`src/rtl/core/fjsp_pkg.sv`:
```
`timescale 1ns / 1ps
// ----------------------------------------------------------------------------
// fjsp_pkg
// Shared phase codes, event kinds and result beat type for the flat JSON
// string object parser.
// ----------------------------------------------------------------------------
package fjsp_pkg;

  localparam int unsigned ByteW  = 8;
  localparam int unsigned PhaseW = 4;
  localparam int unsigned KindW  = 3;

  typedef logic [PhaseW-1:0] phase_t;

  localparam phase_t PhOpen     = 4'd0;
  localparam phase_t PhFirst    = 4'd1;
  localparam phase_t PhKeyStart = 4'd2;
  localparam phase_t PhKey      = 4'd3;
  localparam phase_t PhKeyEsc   = 4'd4;
  localparam phase_t PhColon    = 4'd5;
  localparam phase_t PhValStart = 4'd6;
  localparam phase_t PhVal      = 4'd7;
  localparam phase_t PhValEsc   = 4'd8;
  localparam phase_t PhAfter    = 4'd9;
  localparam phase_t PhDone     = 4'd10;
  localparam phase_t PhFailed   = 4'd11;

  typedef enum logic [KindW-1:0] {
    EvNone     = 3'd0,
    EvKeyByte  = 3'd1,
    EvValByte  = 3'd2,
    EvKeyEnd   = 3'd3,
    EvPairEnd  = 3'd4,
    EvComplete = 3'd5,
    EvFail     = 3'd6
  } event_kind_e;

  localparam logic [ByteW-1:0] ChOpenBrace  = 8'h7b;
  localparam logic [ByteW-1:0] ChCloseBrace = 8'h7d;
  localparam logic [ByteW-1:0] ChQuote      = 8'h22;
  localparam logic [ByteW-1:0] ChBackslash  = 8'h5c;
  localparam logic [ByteW-1:0] ChColon      = 8'h3a;
  localparam logic [ByteW-1:0] ChComma      = 8'h2c;
  localparam logic [ByteW-1:0] ChSpace      = 8'h20;
  localparam logic [ByteW-1:0] ChWsLo       = 8'h09;
  localparam logic [ByteW-1:0] ChWsHi       = 8'h0d;
  localparam logic [ByteW-1:0] ChMaxCount   = 8'hff;
  localparam logic [ByteW-1:0] MaxPairsRst  = 8'd32;

  typedef struct packed {
    event_kind_e      kind;
    logic [ByteW-1:0] data;
    logic [ByteW-1:0] pairs;
  } result_t;

  function automatic logic [ByteW-1:0] unescape(input logic [ByteW-1:0] c);
    logic [ByteW-1:0] r;
    case (c)
      8'h62:   r = 8'h08;  // b
      8'h66:   r = 8'h0c;  // f
      8'h6e:   r = 8'h0a;  // n
      8'h72:   r = 8'h0d;  // r
      8'h74:   r = 8'h09;  // t
      default: r = c;
    endcase
    return r;
  endfunction

endpackage

```
`src/rtl/core/flat_json_string_object_parser.sv`:
```
`timescale 1ns / 1ps
// ----------------------------------------------------------------------------
// flat_json_string_object_parser
// Byte-serial checker and decoder for a flat JSON object of string pairs.
// timing: a result beat is valid in the cycle after its text beat is taken
// throughput: one text beat per cycle while the result buffer is not full;
//   phase update is one combinational step, phase register to result buffer
// reset: phase returns to expecting the opening brace, pair count to zero,
//   max_pairs to 32, the result buffer empties
// ----------------------------------------------------------------------------
module flat_json_string_object_parser (
  input  logic       clk_i,
  input  logic       rst_ni,
  input  logic       cfg_we_i,
  input  logic [7:0] cfg_wdata_i,       // max_pairs
  input  logic       s_axis_tvalid,
  output logic       s_axis_tready,
  input  logic [7:0] s_axis_tdata,      // [7:0] text_byte
  input  logic       s_axis_tlast,      // end_of_text
  output logic       m_axis_tvalid,
  input  logic       m_axis_tready,
  output logic [15:0] m_axis_tdata,     // [7:0] decoded_byte, [15:8] pairs_seen
  output logic [2:0] m_axis_tuser       // [2:0] event_kind
);
  import fjsp_pkg::*;

  phase_t     phase_q, phase_d;
  logic [7:0] pair_count_q, pair_count_d;
  logic [7:0] max_pairs_q;
  logic       accept;
  result_t    step_res;
  result_t    out_res;

  assign accept = s_axis_tvalid && s_axis_tready;

  fjsp_step u_step (
    .phase_i      (phase_q),
    .pair_count_i (pair_count_q),
    .max_pairs_i  (max_pairs_q),
    .text_byte_i  (s_axis_tdata),
    .end_of_text_i(s_axis_tlast),
    .phase_o      (phase_d),
    .pair_count_o (pair_count_d),
    .result_o     (step_res)
  );

  always_ff @(posedge clk_i or negedge rst_ni) begin
    if (!rst_ni) begin
      phase_q      <= PhOpen;
      pair_count_q <= '0;
      max_pairs_q  <= MaxPairsRst;
    end else begin
      if (accept) begin
        phase_q      <= phase_d;
        pair_count_q <= pair_count_d;
      end
      if (cfg_we_i) begin
        max_pairs_q <= cfg_wdata_i;
      end
    end
  end

  fjsp_obuf u_obuf (
    .clk_i      (clk_i),
    .rst_ni     (rst_ni),
    .push_i     (accept),
    .push_data_i(step_res),
    .ready_o    (s_axis_tready),
    .valid_o    (m_axis_tvalid),
    .pop_ready_i(m_axis_tready),
    .pop_data_o (out_res)
  );

  assign m_axis_tdata = {out_res.pairs, out_res.data};
  assign m_axis_tuser = out_res.kind;

endmodule

```
`src/rtl/core/fjsp_step.sv`:
```
`timescale 1ns / 1ps
// ----------------------------------------------------------------------------
// fjsp_step
// Next phase, pair count and result for one text byte.
// ----------------------------------------------------------------------------
module fjsp_step (
  input  fjsp_pkg::phase_t     phase_i,
  input  logic [7:0]           pair_count_i,
  input  logic [7:0]           max_pairs_i,
  input  logic [7:0]           text_byte_i,
  input  logic                 end_of_text_i,
  output fjsp_pkg::phase_t     phase_o,
  output logic [7:0]           pair_count_o,
  output fjsp_pkg::result_t    result_o
);
  import fjsp_pkg::*;

  logic        is_ws;
  logic        closing;
  phase_t      ph;
  logic [7:0]  cnt;
  event_kind_e ev;
  logic [7:0]  data;

  assign is_ws   = (text_byte_i == ChSpace) ||
                   (text_byte_i >= ChWsLo && text_byte_i <= ChWsHi);
  assign closing = end_of_text_i || (text_byte_i == '0);

  always_comb begin
    ph   = phase_i;
    cnt  = pair_count_i;
    ev   = EvNone;
    data = '0;
    if (closing) begin
      if (phase_i != PhDone && phase_i != PhFailed && phase_i <= PhFailed) begin
        ev = EvFail;
      end
      ph  = PhOpen;
      cnt = '0;
    end else begin
      case (phase_i)
        PhOpen: begin
          if (text_byte_i == ChOpenBrace) begin
            ph = PhFirst;
          end else if (!is_ws) begin
            ph = PhFailed;
            ev = EvFail;
          end
        end
        PhFirst: begin
          if (text_byte_i == ChCloseBrace) begin
            ph = PhDone;
            ev = EvComplete;
          end else if (text_byte_i == ChQuote && max_pairs_i != '0) begin
            ph = PhKey;
          end else if (!is_ws) begin
            ph = PhFailed;
            ev = EvFail;
          end
        end
        PhKeyStart: begin
          if (text_byte_i == ChQuote) begin
            ph = PhKey;
          end else if (!is_ws) begin
            ph = PhFailed;
            ev = EvFail;
          end
        end
        PhKey: begin
          if (text_byte_i == ChQuote) begin
            ph = PhColon;
            ev = EvKeyEnd;
          end else if (text_byte_i == ChBackslash) begin
            ph = PhKeyEsc;
          end else begin
            ev   = EvKeyByte;
            data = text_byte_i;
          end
        end
        PhKeyEsc: begin
          ph   = PhKey;
          ev   = EvKeyByte;
          data = unescape(text_byte_i);
        end
        PhColon: begin
          if (text_byte_i == ChColon) begin
            ph = PhValStart;
          end else if (!is_ws) begin
            ph = PhFailed;
            ev = EvFail;
          end
        end
        PhValStart: begin
          if (text_byte_i == ChQuote) begin
            ph = PhVal;
          end else if (!is_ws) begin
            ph = PhFailed;
            ev = EvFail;
          end
        end
        PhVal: begin
          if (text_byte_i == ChQuote) begin
            ph = PhAfter;
            ev = EvPairEnd;
            if (pair_count_i != ChMaxCount) begin
              cnt = pair_count_i + 8'd1;
            end
          end else if (text_byte_i == ChBackslash) begin
            ph = PhValEsc;
          end else begin
            ev   = EvValByte;
            data = text_byte_i;
          end
        end
        PhValEsc: begin
          ph   = PhVal;
          ev   = EvValByte;
          data = unescape(text_byte_i);
        end
        PhAfter: begin
          if (text_byte_i == ChCloseBrace) begin
            ph = PhDone;
            ev = EvComplete;
          end else if (text_byte_i == ChComma) begin
            if (pair_count_i >= max_pairs_i) begin
              ph = PhFailed;
              ev = EvFail;
            end else begin
              ph = PhKeyStart;
            end
          end else if (!is_ws) begin
            ph = PhFailed;
            ev = EvFail;
          end
        end
        PhDone: begin
          ph = PhDone;
        end
        default: begin
          ph = PhFailed;
        end
      endcase
    end
  end

  assign phase_o        = ph;
  assign pair_count_o   = cnt;
  assign result_o.kind  = ev;
  assign result_o.data  = data;
  // on a closing byte the count reported is the one before the reset
  assign result_o.pairs = closing ? pair_count_i : cnt;

endmodule

```
`src/rtl/core/fjsp_obuf.sv`:
```
`timescale 1ns / 1ps
// ----------------------------------------------------------------------------
// fjsp_obuf
// Two-entry result buffer; the spare entry absorbs a beat while the
// downstream side stalls, so the upstream ready is decoded from the registered count alone.
// ----------------------------------------------------------------------------
module fjsp_obuf (
  input  logic                 clk_i,
  input  logic                 rst_ni,
  input  logic                 push_i,
  input  fjsp_pkg::result_t    push_data_i,
  output logic                 ready_o,
  output logic                 valid_o,
  input  logic                 pop_ready_i,
  output fjsp_pkg::result_t    pop_data_o
);
  import fjsp_pkg::*;

  result_t    mem_q [2];
  logic       wr_ptr_q, wr_ptr_d;
  logic       rd_ptr_q, rd_ptr_d;
  logic [1:0] count_q, count_d;
  logic       pop;

  assign ready_o    = (count_q != 2'd2);
  assign valid_o    = (count_q != 2'd0);
  assign pop        = valid_o && pop_ready_i;
  assign pop_data_o = mem_q[rd_ptr_q];

  always_comb begin
    wr_ptr_d = push_i ? ~wr_ptr_q : wr_ptr_q;
    rd_ptr_d = pop ? ~rd_ptr_q : rd_ptr_q;
    count_d  = count_q;
    if (push_i && !pop) begin
      count_d = count_q + 2'd1;
    end else if (!push_i && pop) begin
      count_d = count_q - 2'd1;
    end
  end

  always_ff @(posedge clk_i or negedge rst_ni) begin
    if (!rst_ni) begin
      wr_ptr_q <= 1'b0;
      rd_ptr_q <= 1'b0;
      count_q  <= 2'd0;
    end else begin
      wr_ptr_q <= wr_ptr_d;
      rd_ptr_q <= rd_ptr_d;
      count_q  <= count_d;
    end
  end

  always_ff @(posedge clk_i) begin
    if (push_i) begin
      mem_q[wr_ptr_q] <= push_data_i;
    end
  end

  a_count_range: assert property (@(posedge clk_i) disable iff (!rst_ni)
    count_q != 2'd3)
    else $error("result buffer count out of range");

  a_no_push_full: assert property (@(posedge clk_i) disable iff (!rst_ni)
    push_i |-> count_q != 2'd2)
    else $error("beat pushed into full result buffer");

  a_ptr_match: assert property (@(posedge clk_i) disable iff (!rst_ni)
    (count_q == 2'd0 || count_q == 2'd2) |-> wr_ptr_q == rd_ptr_q)
    else $error("result buffer pointers disagree with count");

  a_push_only_grows: assert property (@(posedge clk_i) disable iff (!rst_ni)
    (push_i && !pop) |=> count_q == $past(count_q) + 2'd1)
    else $error("result buffer lost a beat");

endmodule
```
`config.mk`:
```
export PLATFORM = sky130hd
export DESIGN_NAME = flat_json_string_object_parser
export DESIGN_NICKNAME = d
export VERILOG_FILES = /design/src/rtl/core/fjsp_pkg.sv /design/src/rtl/core/flat_json_string_object_parser.sv /design/src/rtl/core/fjsp_step.sv /design/src/rtl/core/fjsp_obuf.sv
export SDC_FILE = /design/constraint.sdc
export NUM_CORES = 1
export LEC_CHECK = 0
export BUFFER_PORTS_ARGS = -buffer_cell sky130_fd_sc_hd__buf_2
export CAP_MARGIN = 20
export CORE_MARGIN = 2
export CORE_UTILIZATION = 38
export CTS_BUF_LIST = sky130_fd_sc_hd__clkbuf_4 sky130_fd_sc_hd__clkbuf_8
export CTS_CLUSTER_SIZE = 10
export DETAILED_ROUTE_END_ITERATION = 16
export PLACE_DENSITY_LB_ADDON = 0.12
export SKIP_LAST_GASP = 1
export SLEW_MARGIN = 10
export SYNTH_ARGS = -nofsm -noshare
export SYNTH_HDL_FRONTEND = slang
export SYNTH_HIERARCHICAL = 1
export SYNTH_SLANG_ARGS = --single-unit
```
`constraint.sdc`:
```
create_clock -name clk_i -period 2.48 [get_ports clk_i]
set_input_delay 0.124 -clock clk_i [delete_from_list [all_inputs] [get_ports clk_i]]
set_output_delay 0.124 -clock clk_i [all_outputs]
set_load 0.1 [all_outputs]
```
# Yosys cells after proc, flatten, opt, wreduce, memory -nomap -nowiden
# Memories as Yosys holds them, arrays and structs flattened.
# Cells that the tools add are included.
# totals
regBits	24
ramBits	38
in_bits	22
out_inout_bits	21
memories	1
# mem_list
memory	words	word_bits	rd	rd_clocked_by_memory_dff	wr	line_no	rtl
u_obuf.mem_q	2	19	1	0	1	fjsp_obuf.sv:19	result_t mem_q [2];
# classes
n_addsub	3
n_lt_le_gt_ge	4
n_eq_ne	28
muxes	46
bitwise_logic	2
reduce_logical	21
# op_table
cell	n
$eq 8x7->1 const B	8
$mux 8	8
$mux 4	15
$pmux 4 s11	1
$pmux 8 s5	1
$mux 3	13
$eq 8x6->1 const B	4
$pmux 3 s9	1
$eq 4x3->1 const B	4
$pmux 8 s2	1
$eq 4x4->1 const B	3
$add 8x1->8 const B	1
$eq 4x2->1 const B	2
$ge 8x4->1 const B	1
$ge 8x8->1	1
$le 8x4->1 const B	1
$logic_and 1x1->1	8
$logic_not 8->1	1
$ne 4x1->1 const B	2
$ne 4x4->1 const B	2
$ne 8x8->1 const B	1
$reduce_bool 8->1	1
$mux 2	3
$reduce_or 2->1	3
12 further kinds	18

# Logic depth before layout (Yosys ltp)
# Gate-level depths: netlist (run 1).
# logic_depth
ltp_word	8
depth_mapped	9
depth_no_buf	9

# By module
# The synthesis (run 1) kept the hierarchy.
# modules_own_cells
module	n_inst	cells_each	area_per_inst_um2
fjsp_obuf	1	75	1576.5
fjsp_step	1	225	1431.4
flat_json_string_object_parser	1	44	787.0

# Worst setup path before layout (run 1)
# No wires, ideal clock.
# synth_timing
path_type	reg2reg
startpoint	register u_obuf.count_q[0]
endpoint	memory u_obuf/mem_q[0][0] in the netlist's numbering (enable)
setup_ps	397
arrival_ps	2626
t_required_ps	2083
setup_slack_ps	-543
path_stages_with_launch	6
path_buffers	1
cell_sequence	dfrtp_1 nand2b_1 nand2_2 buf_6 inv_1 nor2b_1
# synth_via
elab_chain_cells	4
# synth_lines
item	line_no	rtl
start, declared	fjsp_obuf.sv:22	logic [1:0] count_q, count_d;
start signal, assigned	fjsp_obuf.sv:49	count_q <= count_d;
$ne 2x2->1	fjsp_obuf.sv:25	assign ready_o = (count_q != 2'd2);
net s_axis_tready	flat_json_string_object_parser.sv:17	output logic s_axis_tready,
$logic_and 1x1->1	flat_json_string_object_parser.sv:34	assign accept = s_axis_tvalid && s_axis_tready;
net accept	flat_json_string_object_parser.sv:30	logic accept;
$mux 1	fjsp_obuf.sv:54	if (push_i) begin
$mux 1 (implied by the code)	fjsp_obuf.sv:55	mem_q[wr_ptr_q] <= push_data_i;
end, declared	fjsp_obuf.sv:19	
# The timed path passes the listed nets, and every way through them passes these cells.

# Final worst setup path (run 1)
# layout_timing
startpoint	register max_pairs_q[1]
endpoint	register phase_q[0]
# layout_via
elab_chain_cells	6
elab_cells_between_ends	10
cone_classes	order compare: 1; mux: 7; reduce/logical: 2
# layout_lines
item	line_no	rtl
start, declared	flat_json_string_object_parser.sv:29	logic [7:0] max_pairs_q;
start signal, assigned	flat_json_string_object_parser.sv:51	max_pairs_q <= MaxPairsRst;
start signal, assigned	flat_json_string_object_parser.sv:58	max_pairs_q <= cfg_wdata_i;
$ge 8x8->1 or $reduce_bool 8->1 (tied branches)	fjsp_step.sv:125, fjsp_step.sv:54	
$mux 4 or $logic_and 1x1->1 (tied branches)	fjsp_step.sv:125, fjsp_step.sv:54	
$mux 4, on equally long branches	fjsp_step.sv:124, fjsp_step.sv:54	
$mux 4, on equally long branches	fjsp_step.sv:121, fjsp_step.sv:51	
$pmux 4 s11 *	fjsp_step.sv:41	case (phase_i)
$mux 4 *	fjsp_step.sv:34	if (closing) begin
net phase_d[0]	flat_json_string_object_parser.sv:27	phase_t phase_q, phase_d;
end signal, assigned	flat_json_string_object_parser.sv:49	phase_q <= PhOpen;
end signal, assigned	flat_json_string_object_parser.sv:54	phase_q <= phase_d;
end, declared	flat_json_string_object_parser.sv:27	
# Mark *: on every way through the listed nets, which the timed path passes. The rest lies on a longest branch.
# A chain may end at the register's enable or synchronous reset.

==> results by group, run 1 <==
Timing
  – Tcrit/Tclk final: 0.9178
  – Fmax: 0.4393 GHz
  – Slew headroom: 0.3784
  – Final setup viols: 0
  – Final Hold Viols: 0
  – RSZ-0062 raised after global routing: true
  – Clock Skews: 11.46 ps
  – Final min period: 2276 ps
  – Max-slew violation count: 0
  – Worst-margin pin slew: 932.5 ps

Setup path
  – Critical path, cell by cell: inv_1 -> ha_1 -> nor2b_1 -> o211a_1 -> o311ai_1 -> buf_4 -> a31oi_1 -> nor3_1 -> a31oi_1 -> mux2_4
  – CP max stage cell: dfrtp_1
  – Crit path required time: 2700 ps
  – CP max stage delay: 370 ps
  – Maximum fanout along the worst path: 3
  – R2r startpoint: max_pairs_q[1]
  – Cell repeated most along the worst path: a31oi_1
  – Crit path kind: reg2reg
  – FF-to-FF path depth: 10
  – R2R Path End: phase_q[0]
  – CP arrival: 2490 ps
  – Element type at the critical path start: register
  – Crit. End Element: register
  – Worst R2R Setup Slack: 200 ps

Place
  – Detailed placement HPWL: 5906 µm
  – PortBufs: 42
  – GPL Wtd Cong: 0.8967

Yosys
  – Synth unique cells: 65
  – Synthesized instance count: 344
  – Async SR Flop Fraction: 0.3871
  – Synthesized Nets: 376
  – Yosys top cell area share: 0.3007
  – Mean Syn Cell Area: 11.03 µm²
  – Register area share after synthesis: 0.4593
  – Yosys Warn Count: 6
  – Synth Flop Type: edfxtp_1
  – Largest area contributor in the netlist: edfxtp_1
  – Number of flops mapped to enable cells by yosys: 38
  – Synth area leaders: edfxtp_1 (30%), dfrtp_1 (15%), mux2_2 (9.5%)
  – Mapped Area: 0.003795 mm²
  – Yosys reg bits: 62

Final layout
  – Final Core Density: 0.4559
  – Final antenna diode count: 0
  – Nets: 435
  – Area delta synth->final: 16.88%
  – Most frequent cells in the layout: buf_2 (42), edfxtp_1 (38), mux2_2 (32)
  – Most common cell after layout, fill and taps aside: buf_2
  – Share of cells above drive strength 1: 0.3431

Power and ir drop
  – Sequential share of power: 0.297
  – Total power: 5.105 mW
  – Pleak: 1.781 nW
  – Sw frac: 0.5055
  – Comb pwr share: 0.539
  – Pwr Density: 1151 mW/mm²
  – Internal Power: 2.524 mW
  – Worst vdd ir: 616.6 µV
  – Net Sw Power: 2.580 mW
  – Clk pwr share: 0.163

Clock network
  – CTS Buffer Depth: 2
  – CTS sink cnt: 62
  – Clk_lat worst skew: 330 ps
  – TritonCTS clock tree: built
  – Clk slew on worst S/H paths: 80 ps
  – Clk root buf: clkbuf_8
  – H-tree depth: 3
  – Post-CTS setup buffer count: 0
  – CTS Buf Count: 9

GRT
  – GRT Max-Usage Layer: met1
  – M1 GR Usage: 0.2406
  – Met3 usage: 0.03008
  – Pin count of the biggest net entering global routing: 25
  – Initial antenna violation count: 0
  – Number of global-route vias before repair: 2731
  – First-pass GRT wire length: 13940 µm
  – Met2 global-route usage: 0.2350
  – Grt ovf: 0
  – GRT Overall Usage: 0.1588

Detailed routing
  – ANT nets after route: 0
  – Via count: 2887
  – Initial DRT Pass Iterations: 5
  – Detailed Route WL: 8363 µm
  – Vias per Instance: 5.336
  – Iteration-0 DRC Markers: 157
  – Routed len/inst: 15.46 µm
  – Post-route DRC: 0

Floorplanning
  – Ports: 43
  – Die Y: 103.9 µm
  – Die width: 103.9 µm
  – Rows: 36
  – Starting density of the core: 0.3900
  – Core Area: 0.009729 mm²
  – Total Die Area: 0.01080 mm²

Hold path
  – Hold path start: cfg_wdata_i[0]
  – Worst Hold End: max_pairs_q[0]
  – Hold depth: 2
  – Hold Path Class: in2reg

Flow run
  – # Max-Cap Violations: 0

Status
  – Status: finished, final reports clean
-- synthesized netlist by cell type (2+ instances only) --
cell and n:
o221ai_1 2, mux2_2 32, a21o_1 2, ha_1 10, inv_1 17, nand2_1 19, a31oi_1 9, nor4b_1 2
nand2b_1 6, or2_2 2, a32oi_1 2, buf_1 2, and3b_1 2, nor2b_1 6, xor2_1 6, o21ai_0 17
dfrtp_1 23, nand4_1 6, nand3b_1 2, mux2_4 9, buf_2 6, nand3_1 4, a221oi_1 2, and3_1 5
edfxtp_1 38, nor3b_1 2, o31a_1 2, a21oi_1 19, o21a_1 3, nand4b_1 4, o22ai_1 3, nor4_1 8
nor3_1 3, buf_6 4, clkbuf_1 4, nor2_1 19, a311oi_1 2, xnor2_1 8, and2_1 6
-- power by group through the flow --
stage	Sequential [mW]	Combinational (mW)	Clock, mW
2_1_floorplan	1.50	2.35	0
3_3_place_gp	1.53	2.74	0
3_5_place_dp	1.54	2.74	0
4_1_cts	1.51	2.75	0.851
5_1_grt	1.54	2.92	0.895
6_report	1.52	2.75	0.833
-- repair_timing --
| item | CTS | global route |
|---|---|---|
| endpoints found under the setup margin | 0 | 3 |
| gates resized for setup | 0 | 2 |
| hold buffers | 1 | 0 |
| hold endpoints to repair | 23 | 0 |
-- layout make-up --
class                           count  area, µm²
Clock buffer                       10      137.6
Clock inverter                      6      45.04
Fill cell                         969       5294
Inverter                           17      63.81
Multi-Input combinational cell    248       1894
Sequential cell                    62       1743
Tap cell                          133      166.4
Timing Repair Buffer               65      385.4
-- per-layer routing --
| metal | routed length [µm] | vias up |
|---|---|---|
| met5 | 0 | - |
| met2 | 3686 | 79 |
| met3 | 339 | 4 |
| li1 | - | 1412 |
| met1 | 4280 | 1392 |
| met4 | 55 | 0 |
-- logic make-up after synthesis --
logic type,count (synthesis),synth area share
simple gates,109,0.1728
compound gates,74,0.1276
buf+inv,34,0.04451
mux,41,0.1306
fa+ha+maj,10,0.03297
xor+xnor,14,0.03231
flops,62,0.4593
-- worst max-delay path by stage --
stage	from	endpoint
6_report	max_pairs_q[1]	phase_q[0]
5_1_grt	max_pairs_q[1]	phase_q[0]
4_1_cts	max_pairs_q[1]	phase_q[0]
3_5_place_dp	max_pairs_q[1]	phase_q[0]
3_3_place_gp	max_pairs_q[1]	phase_q[0]
2_1_floorplan	u_obuf/count_q[0]	u_obuf/mem_q[0][0]
-- per-stage QoR --
step,setup slack (ps),cells,cell area [µm²],hold WS (ps),setup TNS (ps)
after floorplan,184.2,344,3800,-171.6,0
after global placement,198.2,524,4237,165.4,0
after detailed placement,161.3,524,4237,158.2,0
after CTS,132.4,541,4429,0.9351,0
after global routing,-3.130,541,4436,4.816,-3.130
final,203.9,541,4436,13.94,0
-- flip-flops by register name, indices dropped and copies added, names as in the netlist --
name / cells
u_obuf/mem_q: 38
max_pairs_q: 8
pair_count_q: 8
phase_q: 4
u_obuf/count_q: 2
u_obuf/rd_ptr_q: 1
u_obuf/wr_ptr_q: 1
-- worst max-delay path: cells and delay by family, from the launching register on --
family / cells / cell delay, ps
AOI/OAI and AO/OA: 4 / 680
adders and majority gates: 1 / 280
buffers and inverters: 2 / 210
DFF: 1 / 370
muxes: 1 / 270
and+or+nand+nor: 2 / 360
Power figures use the tool's default switching activity.
==> inputs of run 2 (changes only) <==
CORE_UTILIZATION = 50   (was 38)
SKIP_CTS_REPAIR_TIMING = 1   (was default)
==> run 2 against run 1 <==
Effect of this change: highest routed layer unchanged; sequential share of layout area up 0.75 points; critical endpoint unchanged; cell count fell by 6.8%; register-to-register slack got worse by 30 ps.
==> results by group, run 2 (synthesis gave the netlist of run 1 again) <==
Setup path
  – CP arrival: 2520 ps (+30 ps)
  – Crit. End Element: register
  – Crit path kind: reg2reg
  – Crit path required time: 2700 ps (about the same)
  – R2R Path End: phase_q[0]
  – Worst R2R Setup Slack: 170 ps (-30 ps)
  – Element type at the critical path start: register
  – Critical path, cell by cell: inv_1 -> ha_1 -> nor2b_1 -> o211a_1 -> o311ai_1 -> buf_4 -> a31oi_1 -> nor3_1 -> a31oi_1 -> mux2_4
  – R2r startpoint: max_pairs_q[1]
  – Worst setup startpoint: max_pairs_q[1]
  – Top delay family on crit path: compound AO/OA/AOI/OAI gates
  – CP max stage cell: dfrtp_1
  – Maximum fanout along the worst path: 3 (unchanged)
  – FF-to-FF path depth: 10 (unchanged)
  – CP max stage delay: 370 ps (about the same)
  – Cell repeated most along the worst path: a31oi_1
  – CP Buf/Inv Count: 2 (unchanged)

GRT
  – GRT Overall Usage: 0.1956 (+0.03675)
  – Pin count of the biggest net entering global routing: 25 (unchanged)
  – Initial antenna violation count: 0 (unchanged)
  – Number of global-route vias before repair: 2688 (-1.6%)
  – First-pass GRT wire length: 13120 µm (-5.9%)
  – Grt ovf: 0 (unchanged)

Clock network
  – CTS sink cnt: 62 (unchanged)
  – TritonCTS clock tree: built
  – Clk_lat worst skew: 330 ps (about the same)
  – CTS Buffer Depth: 2 (unchanged)
  – H-tree depth: 3 (unchanged)
  – CTS Buf Count: 9 (unchanged)
  – Clk slew on worst S/H paths: 70 ps (about the same)
  – Clk root buf: clkbuf_8

Final layout
  – Multi-input logic area: 0.001888 mm² (-0.33%)
  – Largest Register: u_obuf/mem_q
  – Storage cell area: 0.001743 mm² (unchanged)
  – Share of cells above drive strength 1: 0.3333 (-0.009804)
  – # fillers: 679 (-30%)
  – Number of flip-flops under the largest register name: 38 (unchanged)
  – Nets: 432 (-0.69%)
  – Most common cell after layout, fill and taps aside: buf_2
  – Area delta synth->final: 14.70%
  – Most frequent cells in the layout: buf_2 (42), edfxtp_1 (38), mux2_2 (32)
  – Top flop regs: u_obuf/mem_q x38, max_pairs_q x8, pair_count_q x8
  – Final antenna diode count: 0 (unchanged)

Detailed routing
  – Routed len/inst: 15.37 µm (-0.60%)
  – Via count: 2866 (-0.73%)
  – Initial DRT Pass Iterations: 5 (unchanged)
  – Vias per Instance: 5.687 (+6.6%)
  – Iteration-0 DRC Markers: 217 (+38%)
  – Post-route DRC: 0 (unchanged)
  – Detailed Route WL: 7744 µm (-7.4%)
  – ANT nets after route: 0 (unchanged)

Status
  – Status: finished, final reports clean

Floorplanning
  – Rows: 31 (-14%)
  – Die width: 91.12 µm (-12%)
  – Total Die Area: 0.008303 mm² (-23%)
  – Die Y: 91.12 µm (-12%)
  – Core Area: 0.007292 mm² (-25%)
  – Starting density of the core: 0.5204 (+0.1304)
  – Ports: 43 (unchanged)

Timing
  – Final setup viols: 0 (unchanged)
  – RSZ-0062 raised after global routing: false
  – Final min period: 2306 ps (+30.00 ps)
  – Max-slew violation count: 0 (unchanged)
  – TNS Setup: 0 ps (unchanged)
  – Worst-margin pin slew: 856.7 ps (-75.75 ps)
  – Slew headroom: 0.4289 (+0.05050)
  – Tcrit/Tclk final: 0.9299 (+0.01210)
  – Fmax: 0.4336 GHz (-1.3%)
  – Final Hold Viols: 0 (unchanged)
  – Clock Skews: 9.053 ps (-2.408 ps)

Power and ir drop
  – Pleak: 1.757 nW (-1.3%)
  – Clk pwr share: 0.155 (-0.008)
  – Pwr Density: 1151 mW/mm² (about the same)
  – Total power: 5.012 mW (-1.8%)
  – Internal Power: 2.510 mW (-0.55%)
  – Net Sw Power: 2.502 mW (-3.0%)
  – Worst vdd ir: 471.3 µV (-24%)
  – Comb pwr share: 0.545 (+0.006)
  – Sequential share of power: 0.300 (+0.003)
  – Sw frac: 0.4992 (-0.006339)

Hold path
  – Hold depth: 2 (unchanged)
  – Hold Path Class: in2reg
  – Hold path start: cfg_wdata_i[2]
  – Worst Hold End: max_pairs_q[2]

Place
  – PortBufs: 42 (unchanged)
  – Detailed placement HPWL: 5540 µm (-6.2%)
  – GPL Wtd Cong: 0.8385 (-6.5%)

Flow run
  – # Max-Cap Violations: 0 (unchanged)
## run 2: changes by cell type in the layout (fill, tap and decap cells not counted), sizes merged
cell / delta
buf: -3
clkbuf: +1
clkinvlp: +1
inv: -2
## run 2: through the flow
step / setup slack, ps / util / cells / hold slack (ps) / instance area, µm²
after floorplan: 184.2 / - / 344 / -171.6 / 3800
after global placement: 196.3 / 0.5721 / 487 / 148.1 / 4172
after detailed placement: 123.0 / 0.5721 / 487 / 140.5 / 4172
after CTS: 107.1 / 0.5956 / 503 / -219.1 / 4343
after global routing: 32.92 / 0.5969 / 504 / 5.202 / 4353
final: 173.9 / 0.5969 / 504 / 21.17 / 4353
## run 2: final cells by class
class                           count  area share
Timing Repair Buffer               62     0.08336
Clock inverter                      5    0.006036
Tap cell                           99     0.02846
Multi-Input combinational cell    248      0.4337
Sequential cell                    62      0.4004
Inverter                           17     0.01466
Clock buffer                       11     0.03334
## run 2: power by group through the flow
stage               sequential [mW]  combinational [mW]  clock (mW)
floorplan                      1.50                2.35           0
CTS                            1.50                2.73       0.796
global placement               1.52                2.72           0
finish                         1.50                2.73       0.777
detailed placement             1.53                2.72           0
global route                   1.53                2.89       0.841
## run 2: worst reg2reg max path, stage by stage, from the launching register on
cell	delay, ps
dfrtp_1	370
inv_1	50
ha_1	290
nor2b_1	140
o211a_1	190
o311ai_1	280
buf_4	160
a31oi_1	120
nor3_1	200
a31oi_1	100
mux2_4	280
## run 2: worst max path at each step
stage / to / cells after the start / slack [ps]
final: phase_q[0] / 10 / 170
after CTS: phase_q[0] / 10 / 110
after floorplan: u_obuf/mem_q[0][0] / 5 / 180
after global routing: u_obuf/mem_q[1][18] / 7 / 30
after global placement: phase_q[0] / 10 / 200
after detailed placement: phase_q[0] / 10 / 120
## run 2: routing by layer
layer,routed length (µm),part of all wire,track usage
met5,0,0,0
met4,63,0.0081,0.06187
met3,395,0.051,0.04066
met2,3416,0.44,0.2846
met1,3868,0.50,0.2919
